<file path="src/isp_pkg.sv">
// ----------------------------------------------------------------------------
// isp_pkg
// Shared constants, codes and types of the interpolating sample player.
// ----------------------------------------------------------------------------
package isp_pkg;

  // store geometry
  localparam int MAX_FRAMES   = 32768;
  localparam int NUM_CHANNELS = 2;
  localparam int FRAME_AW     = $clog2(MAX_FRAMES);
  localparam int CH_AW        = $clog2(NUM_CHANNELS);
  localparam int STORE_AW     = CH_AW + FRAME_AW;
  localparam int SAMPLE_W     = 16;

  // register and field widths
  localparam int LEN_W   = 16;
  localparam int CHN_W   = 2;
  localparam int LEVEL_W = 16;
  localparam int SPEED_W = 24;
  localparam int POS_W   = 32;
  localparam int FRAC_W  = 16;
  localparam int KIND_W  = 3;
  localparam int CFG_W   = 24;
  localparam int CFG_AW  = 3;

  // shared multiplier widths
  localparam int MUL_W  = 17;
  localparam int PROD_W = 2 * MUL_W;
  localparam int RND_W  = 18;

  localparam logic [LEN_W-1:0]   MAX_LEN     = LEN_W'(MAX_FRAMES);
  localparam logic [LEVEL_W-1:0] UNITY_LEVEL = 16'h8000;

  // input item kinds
  typedef enum logic [KIND_W-1:0] {
    KIND_LOAD    = 3'd0,
    KIND_RENDER  = 3'd1,
    KIND_PLAY    = 3'd2,
    KIND_STOP    = 3'd3,
    KIND_RESTART = 3'd4
  } kind_t;

  // configuration register indexes
  localparam logic [CFG_AW-1:0] REG_LENGTH   = 3'd0;
  localparam logic [CFG_AW-1:0] REG_CHANNELS = 3'd1;
  localparam logic [CFG_AW-1:0] REG_LEVEL    = 3'd2;
  localparam logic [CFG_AW-1:0] REG_SPEED    = 3'd3;
  localparam logic [CFG_AW-1:0] REG_LOOP     = 3'd4;

  // multiply-and-round operations
  typedef enum logic {
    MAC_INTERP = 1'b0,
    MAC_SCALE  = 1'b1
  } mac_op_t;

  typedef struct packed {
    logic    en;
    mac_op_t op;
  } mac_ctl_t;

endpackage

</file>
<file path="src/isp_mac.sv">
// ----------------------------------------------------------------------------
// isp_mac
// Shared signed multiplier with registered product and rounding shift.
// ----------------------------------------------------------------------------
module isp_mac import isp_pkg::*; (
  input  logic                    clk,
  input  mac_ctl_t                ctl,
  input  logic signed [MUL_W-1:0] a,
  input  logic signed [MUL_W-1:0] b,
  output logic signed [RND_W-1:0] rnd
);

  localparam logic signed [PROD_W-1:0] HALF_INTERP = PROD_W'(32768);
  localparam logic signed [PROD_W-1:0] HALF_SCALE  = PROD_W'(16384);

  logic signed [PROD_W-1:0] prod;
  mac_op_t                  op_q;
  logic signed [PROD_W-1:0] biased;
  logic signed [PROD_W-1:0] shifted;

  // product register
  always_ff @(posedge clk) begin
    if (ctl.en) begin
      prod <= a * b;
      op_q <= ctl.op;
    end
  end

  // round to nearest, floor of the biased value
  always_comb begin
    case (op_q)
      MAC_INTERP: begin
        biased  = prod + HALF_INTERP;
        shifted = biased >>> 16;
      end
      MAC_SCALE: begin
        biased  = prod + HALF_SCALE;
        shifted = biased >>> 15;
      end
      default: begin
        biased  = prod;
        shifted = prod;
      end
    endcase
  end

  assign rnd = shifted[RND_W-1:0];

endmodule

</file>
<file path="config.mk">
export PLATFORM = sky130hd
export DESIGN_NAME = isp_mac
export DESIGN_NICKNAME = d
export VERILOG_FILES = /design/src/isp_pkg.sv /design/src/isp_mac.sv
export SDC_FILE = /design/constraint.sdc
export NUM_CORES = 1
export LEC_CHECK = 0
export ABC_AREA = 1
export BUFFER_PORTS_ARGS = -buffer_cell sky130_fd_sc_hd__buf_2
export CORE_MARGIN = 5
export CORE_UTILIZATION = 71
export DETAILED_ROUTE_END_ITERATION = 10
export HOLD_SLACK_MARGIN = 0.03
export PLACE_DENSITY_LB_ADDON = 0.08
export SLEW_MARGIN = 20
export SYNTH_ARGS = -nofsm -noshare
export SYNTH_HDL_FRONTEND = slang
export SYNTH_SLANG_ARGS = --single-unit
</file>
<file path="constraint.sdc">
create_clock -name clk -period 17.8 [get_ports clk]
set_clock_uncertainty 0.15 [all_clocks]
set_input_delay 3.56 -clock clk [delete_from_list [all_inputs] [get_ports clk]]
set_output_delay 3.56 -clock clk [all_outputs]
set_load 0.01 [all_outputs]
</file>
==> flow_summary.json, run 1 <==
{
  "root_cell_of_the_clock_tree": "clkbuf_16",
  "run_status": "completed",
  "cts_num_sinks": 21,
  "place_congestion": 1.01,
  "end_kind": "flip-flop",
  "final-hold-violation-count": 0,
  "critical_path.top_delay_family": "adder cells",
  "timing.hold.worst.class": "in -> reg",
  "nFillCells": 1454,
  "synth_fp_nets": 2106,
  "critPathRequiredTime_ns": 17.67,
  "drv_slew": 0,
  "cts_max_level": 1,
  "dr.pass1.iters": 5,
  "drv_cap": 0,
  "tritoncts": "done",
  "post_cts_resized": 0,
  "post_synthesis_area_per_instance_um2": 7.60,
  "post_synth_num_cell_types": 33,
  "drt_wl_total_um": 30500,
  "final_count_of_negative_setup_slack_endpoints": 0,
  "cp_data_arrival_time_ns": 9.05,
  "dpl.hpwl_um": 26400,
  "cts.repair_timing.setup_buffer_count": 0,
  "detail_route.wl_per_cell_um": 15.9,
  "grt_pass1_wl_um": 52700,
  "crit_type": "in -> reg",
  "globalRouteTotalUtil_pct": 31.9,
  "clk_pin_slew_worst_paths_ns": 0.06,
  "synth-seq-cells": 21,
  "critical_path.max_fanout": 17,
  "syn_inst": 1692,
  "grt_setup_unrepaired": "no",
  "clock_path_buffers": 2,
  "pin_count_of_the_biggest_net_entering_global_routing": 41,
  "drt-initial-drc-count": 673,
  "crit_slowest_cell": "fa_1",
  "yosysTopAreaCellShare_pct": 45.9,
  "startpoint_type": "input port",
  "core_area_um2": 17900,
  "finish.net_count": 2096,
  "tns_setup_ns": 0,
  "die_area_um2": 20900,
  "cts_inserted_buffers": 3,
  "top_level_ports": 55,
  "timing.max_slew.rel_slack_pct": 50.8,
  "post_cts_hold_buffer_count": 0,
  "ant_diodes": 0,
  "timing.critical_path.slowest_cell_delay_ns": 0.85,
  "yosys_warnings": 0,
  "netlist_top_cells_area": "fa_1, inv_1, nand2_1",
  "via_per_inst": 5.35,
  "areaGrowthSynthToFinish_pct": 2.80,
  "critPathBufInv": 4,
  "vias": 10218,
  "post_route_cells_drive_above_1_share_pct": 4.58,
  "grt_pass1_vias": 10996,
  "detail-route-antenna-nets": 0,
  "most_used_cell_along_the_critical_path": "fa_1",
  "antenna_found_initial": 0,
  "grt_overflow_total": 0,
  "final_cycle_utilization_of_the_critical_path_pct": 51.6,
  "drc_violations": 0,
  "die_h_um": 145,
  "fin_crit_ns": 9.19,
  "cp_cell_sequence": "buf_2 -> nand2_1 -> inv_1 -> fa_1 -> fa_1 -> fa_1 -> fa_1 -> fa_1 -> inv_1 -> fa_1 -> inv_1 -> ha_1 -> nand2_1 -> nor2_1 -> nand2_1 -> nor4_1 -> o21ai_0 -> nand3_1 -> nand2_1",
  "synthDominantAreaCellType": "fa_1",
  "synth_area_um2": 12900,
  "fp-row-count": 49,
  "die_x_um": 145,
  "initial_utilization_pct": 71.8,
  "ys_seq_area_share_pct": 4.90,
  "worst_slew_pin_slew_ns": 0.736,
  "port-buffer-count": 54,
  "max_frequency_mhz": 109
}
final timing paths:
path	startpoint	to	slack [ns]	depth (start not counted)
max	b[2]	prod[29]$_DFFE_PP_	8.61	19
min	ctl[0]	op_q$_DFFE_PP_	3.34	1
cells by family (layout without fill, tap and decap cells):
logic type                 after synthesis  count (layout)  synth area share, %
xor gates and xnor gates                29              29                 1.97
AOI/OAI and AO/OA                       81              81                 3.58
adders and majority gates              377             377                 53.9
DFF                                     21              21                 4.90
buffers and inverters                  566             555                 16.7
muxes                                    1               1               0.0778
and+or+nand+nor                        617             617                 18.9
final cells by class:
class	instances	area, um2	area share, %
Multi-Input combinational cell	1105	10100	76.3
Inverter	496	1860	14.1
Sequential cell	21	631	4.77
Tap cell	229	287	2.17
Timing Repair Buffer	55	278	2.10
Clock buffer	3	75.1	0.568
Clock inverter	1	5.00	0.0379
placed cells by master (no fill, tap or decap):
cell,synthesis,layout
a21boi_0,1,1
a21o_1,3,3
a21oi_1,31,31
and2_1,1,1
buf_2,2,54
buf_4,1,1
clkbuf_16,0,3
clkinv_2,0,1
edfxtp_1,21,21
fa_1,295,295
ha_1,82,82
inv_1,495,495
inv_2,1,1
mux2i_1,1,1
nand2_1,479,479
nand2_2,1,1
nand3_1,32,32
nand4_1,9,9
nor2_1,76,76
nor2_2,4,4
nor3_1,5,5
nor3_2,1,1
nor4_1,4,4
o211ai_1,3,3
o21a_1,1,1
o21ai_0,22,22
o21ai_1,9,9
o21ai_2,6,6
o21bai_1,5,5
or2_2,5,5
xnor2_1,10,10
xor2_1,19,19
metal layers:
layer	vias to the layer above	GRT usage [%]	share of wire [%]
li1	4764	-	-
met1	4972	42.4	40
met2	398	55.5	50
met3	84	3.37	6.4
met4	0	9.97	3.1
met5	-	0	0
registers in the layout, indices dropped and copies added, names as in the netlist:
name and cells:
prod 20, op_q 1
through the flow:
stage	worst slack, ns	hold slack, ns	area [um2]	utilization (%)	std cells
floorplan	8.75	3.51	12900	-	1692
global placement	8.45	3.59	13100	73.4	1906
detailed placement	8.39	3.60	13100	73.4	1906
CTS	8.64	3.34	13200	73.9	1910
global route	8.24	3.34	13200	73.9	1910
finish	8.61	3.34	13200	73.9	1910
synthesized netlist by cell type:
| master | instances |
|---|---|
| inv_1 | 495 |
| nand2_1 | 479 |
| fa_1 | 295 |
| ha_1 | 82 |
| nor2_1 | 76 |
| clkbuf_1 | 64 |
| nand3_1 | 32 |
| a21oi_1 | 31 |
| o21ai_0 | 22 |
| edfxtp_1 | 21 |
| xor2_1 | 19 |
| xnor2_1 | 10 |
| nand4_1 | 9 |
| o21ai_1 | 9 |
| o21ai_2 | 6 |
| nor3_1 | 5 |
| o21bai_1 | 5 |
| or2_2 | 5 |
| nor2_2 | 4 |
| nor4_1 | 4 |
| a21o_1 | 3 |
| o211ai_1 | 3 |
| buf_2 | 2 |
| buf_6 | 2 |
| a21boi_0 | 1 |
| and2_1 | 1 |
| buf_1 | 1 |
| buf_4 | 1 |
| inv_2 | 1 |
| mux2i_1 | 1 |
| nand2_2 | 1 |
| nor3_2 | 1 |
| o21a_1 | 1 |
Power of run 1 is left out: the tool's default activity adds up to more than one toggle a clock period on the data nets, which glitch-free logic cannot reach.
==> run 2: changes to the inputs <==
- ABC_AREA: 1 -> 0
- CORE_UTILIZATION: 71 -> 59
- clock period: 17.8 -> 8.1 ns (I/O delays scaled with it)
==> flow_summary.json, run 2 <==
{
  "run_status": "completed",
  "cts.repair_timing.setup_buffer_count": 0,
  "cp_cell_sequence": "buf_2 -> nand2_1 -> inv_1 -> fa_1 -> inv_1 -> fa_1 -> fa_1 -> fa_1 -> fa_1 -> fa_1 -> inv_1 -> ha_1 -> a21oi_1 -> nand2_1 -> a211oi_1 -> a21oi_1 -> a311oi_1 -> xnor2_1",
  "synth-seq-cells": 21,
  "final-hold-violation-count": 0,
  "netlist_top_cells_area": "fa_1, inv_1, ha_1",
  "root_cell_of_the_clock_tree": "clkbuf_16",
  "startpoint_type": "input port",
  "timing.max_slew.rel_slack_pct": 51.6,
  "finish.net_count": 1690,
  "cts_inserted_buffers": 3,
  "async_reset_ff_share_pct": 0,
  "drv_cap": 0,
  "dpl_cell_area_um2": 12400,
  "grt_overflow_total": 0,
  "synth_ff_type": "edfxtp_1",
  "end_kind": "flip-flop",
  "place_congestion": 0.904,
  "finalNonFillerCells": 1545,
  "post_route_cells_drive_above_1_share_pct": 5.41,
  "die_h_um": 153,
  "die_x_um": 153,
  "fp-row-count": 52,
  "post_cts_hold_buffer_count": 0,
  "fin_crit_ns": 7.38,
  "grt_pass1_vias": 9349,
  "regMostFlops": "prod",
  "finalInstanceArea_um2": 12500,
  "drc_violations": 0,
  "tns_setup_ns": 0,
  "cts_max_level": 1,
  "clock_path_buffers": 2,
  "max_frequency_mhz": 136,
  "via_per_inst": 5.43,
  "critical_path.top_delay_family": "adder cells",
  "die_area_um2": 23300,
  "vias": 8382,
  "yosysTopAreaCellShare_pct": 49.2,
  "most_used_cell_along_the_critical_path": "fa_1",
  "clk_pin_slew_worst_paths_ns": 0.05,
  "detail-route-antenna-nets": 0,
  "synth.cells.most_frequent": "fa_1, inv_1, nand2_1, and2_1, ha_1",
  "top_level_ports": 55,
  "synth_fp_nets": 1670,
  "post_synthesis_area_per_instance_um2": 9.55,
  "syn_inst": 1256,
  "most_frequent_cells_in_the_layout": "fa_1, inv_1, nand2_1",
  "reg_top3": "prod x20, op_q x1",
  "core_area_um2": 20100,
  "ys_seq_area_share_pct": 5.26,
  "dr.pass1.iters": 5,
  "crit_type": "in -> reg",
  "timing.critical_path.slowest_cell_delay_ns": 0.73,
  "drt_wl_total_um": 26700,
  "post_synth_num_cell_types": 54,
  "final_count_of_negative_setup_slack_endpoints": 0,
  "tritoncts": "done",
  "critPathRequiredTime_ns": 7.95,
  "flip_flop_count_of_the_largest_register_after_layout": 20,
  "areaGrowthSynthToFinish_pct": 4.36,
  "number_of_enable_flip_flop_cells_after_synthesis": 21,
  "synthDominantAreaCellType": "fa_1",
  "grt_setup_unrepaired": "no",
  "port-buffer-count": 54,
  "crit_slowest_cell": "fa_1",
  "worst_slew_pin_slew_ns": 0.724,
  "dpl.hpwl_um": 22700,
  "timing.hold.worst.class": "in -> reg",
  "initial_utilization_pct": 59.7,
  "globalRouteTotalUtil_pct": 24.4,
  "drt-initial-drc-count": 362,
  "final_cycle_utilization_of_the_critical_path_pct": 91.1,
  "antenna_found_initial": 0,
  "drv_slew": 0,
  "critPathBufInv": 4,
  "dp_cells": 1541,
  "pin_count_of_the_biggest_net_entering_global_routing": 29,
  "detail_route.wl_per_cell_um": 17.3,
  "cp_data_arrival_time_ns": 7.22,
  "synth_area_um2": 12000,
  "post_cts_resized": 0,
  "ant_diodes": 0,
  "grt_pass1_wl_um": 46500,
  "critical_path.max_fanout": 17,
  "layout.cells.most_common": "fa_1",
  "cts_num_sinks": 21,
  "yosys_warnings": 0,
  "most_used_standard_cell_by_instance_count_after_synthesis": "fa_1"
}
run 2: worst paths after layout:
kind,slack (ns),cells past startpoint,to,start
setup / recovery,0.72,18,prod[27]$_DFFE_PP_,b[2]
hold / removal,1.40,1,op_q$_DFFE_PP_,ctl[0]
run 2: final cells by class:
cell class,instances,area (um2)
Multi-Input combinational cell,919,10200
Fill cell,1773,7580
Inverter,275,1030
Sequential cell,21,631
Tap cell,270,338
Timing Repair Buffer,56,285
Clock buffer,4,78.8
run 2: logic make-up after synthesis:
logic type,after synthesis,synth area share (%)
adders and majority gates,377,57.8
and+or+nand+nor,377,16.0
buffers and inverters,316,10.1
AOI/OAI and AO/OA,95,5.55
xor gates and xnor gates,53,3.87
DFF,21,5.26
muxes,17,1.44
run 2: stage by stage:
step / hold WS (ns) / utilization (%) / worst slack, ns
floorplan: 1.57 / - / 0.941
finish: 1.40 / 62.3 / 0.724
global placement: 1.65 / 61.9 / 0.573
detailed placement: 1.65 / 61.9 / 0.498
global route: 1.39 / 62.3 / 0.413
CTS: 1.39 / 62.3 / 0.745
run 2: metal layers:
layer | vias to the layer above | share of wire [%] | track usage [%]
li1 | 3804 | - | -
met1 | 4360 | 42 | 32.1
met2 | 187 | 51 | 43.6
met3 | 31 | 4.9 | 3.35
met4 | 0 | 2.1 | 4.88
met5 | - | 0 | 0
Power of run 2 is left out for the same reason.
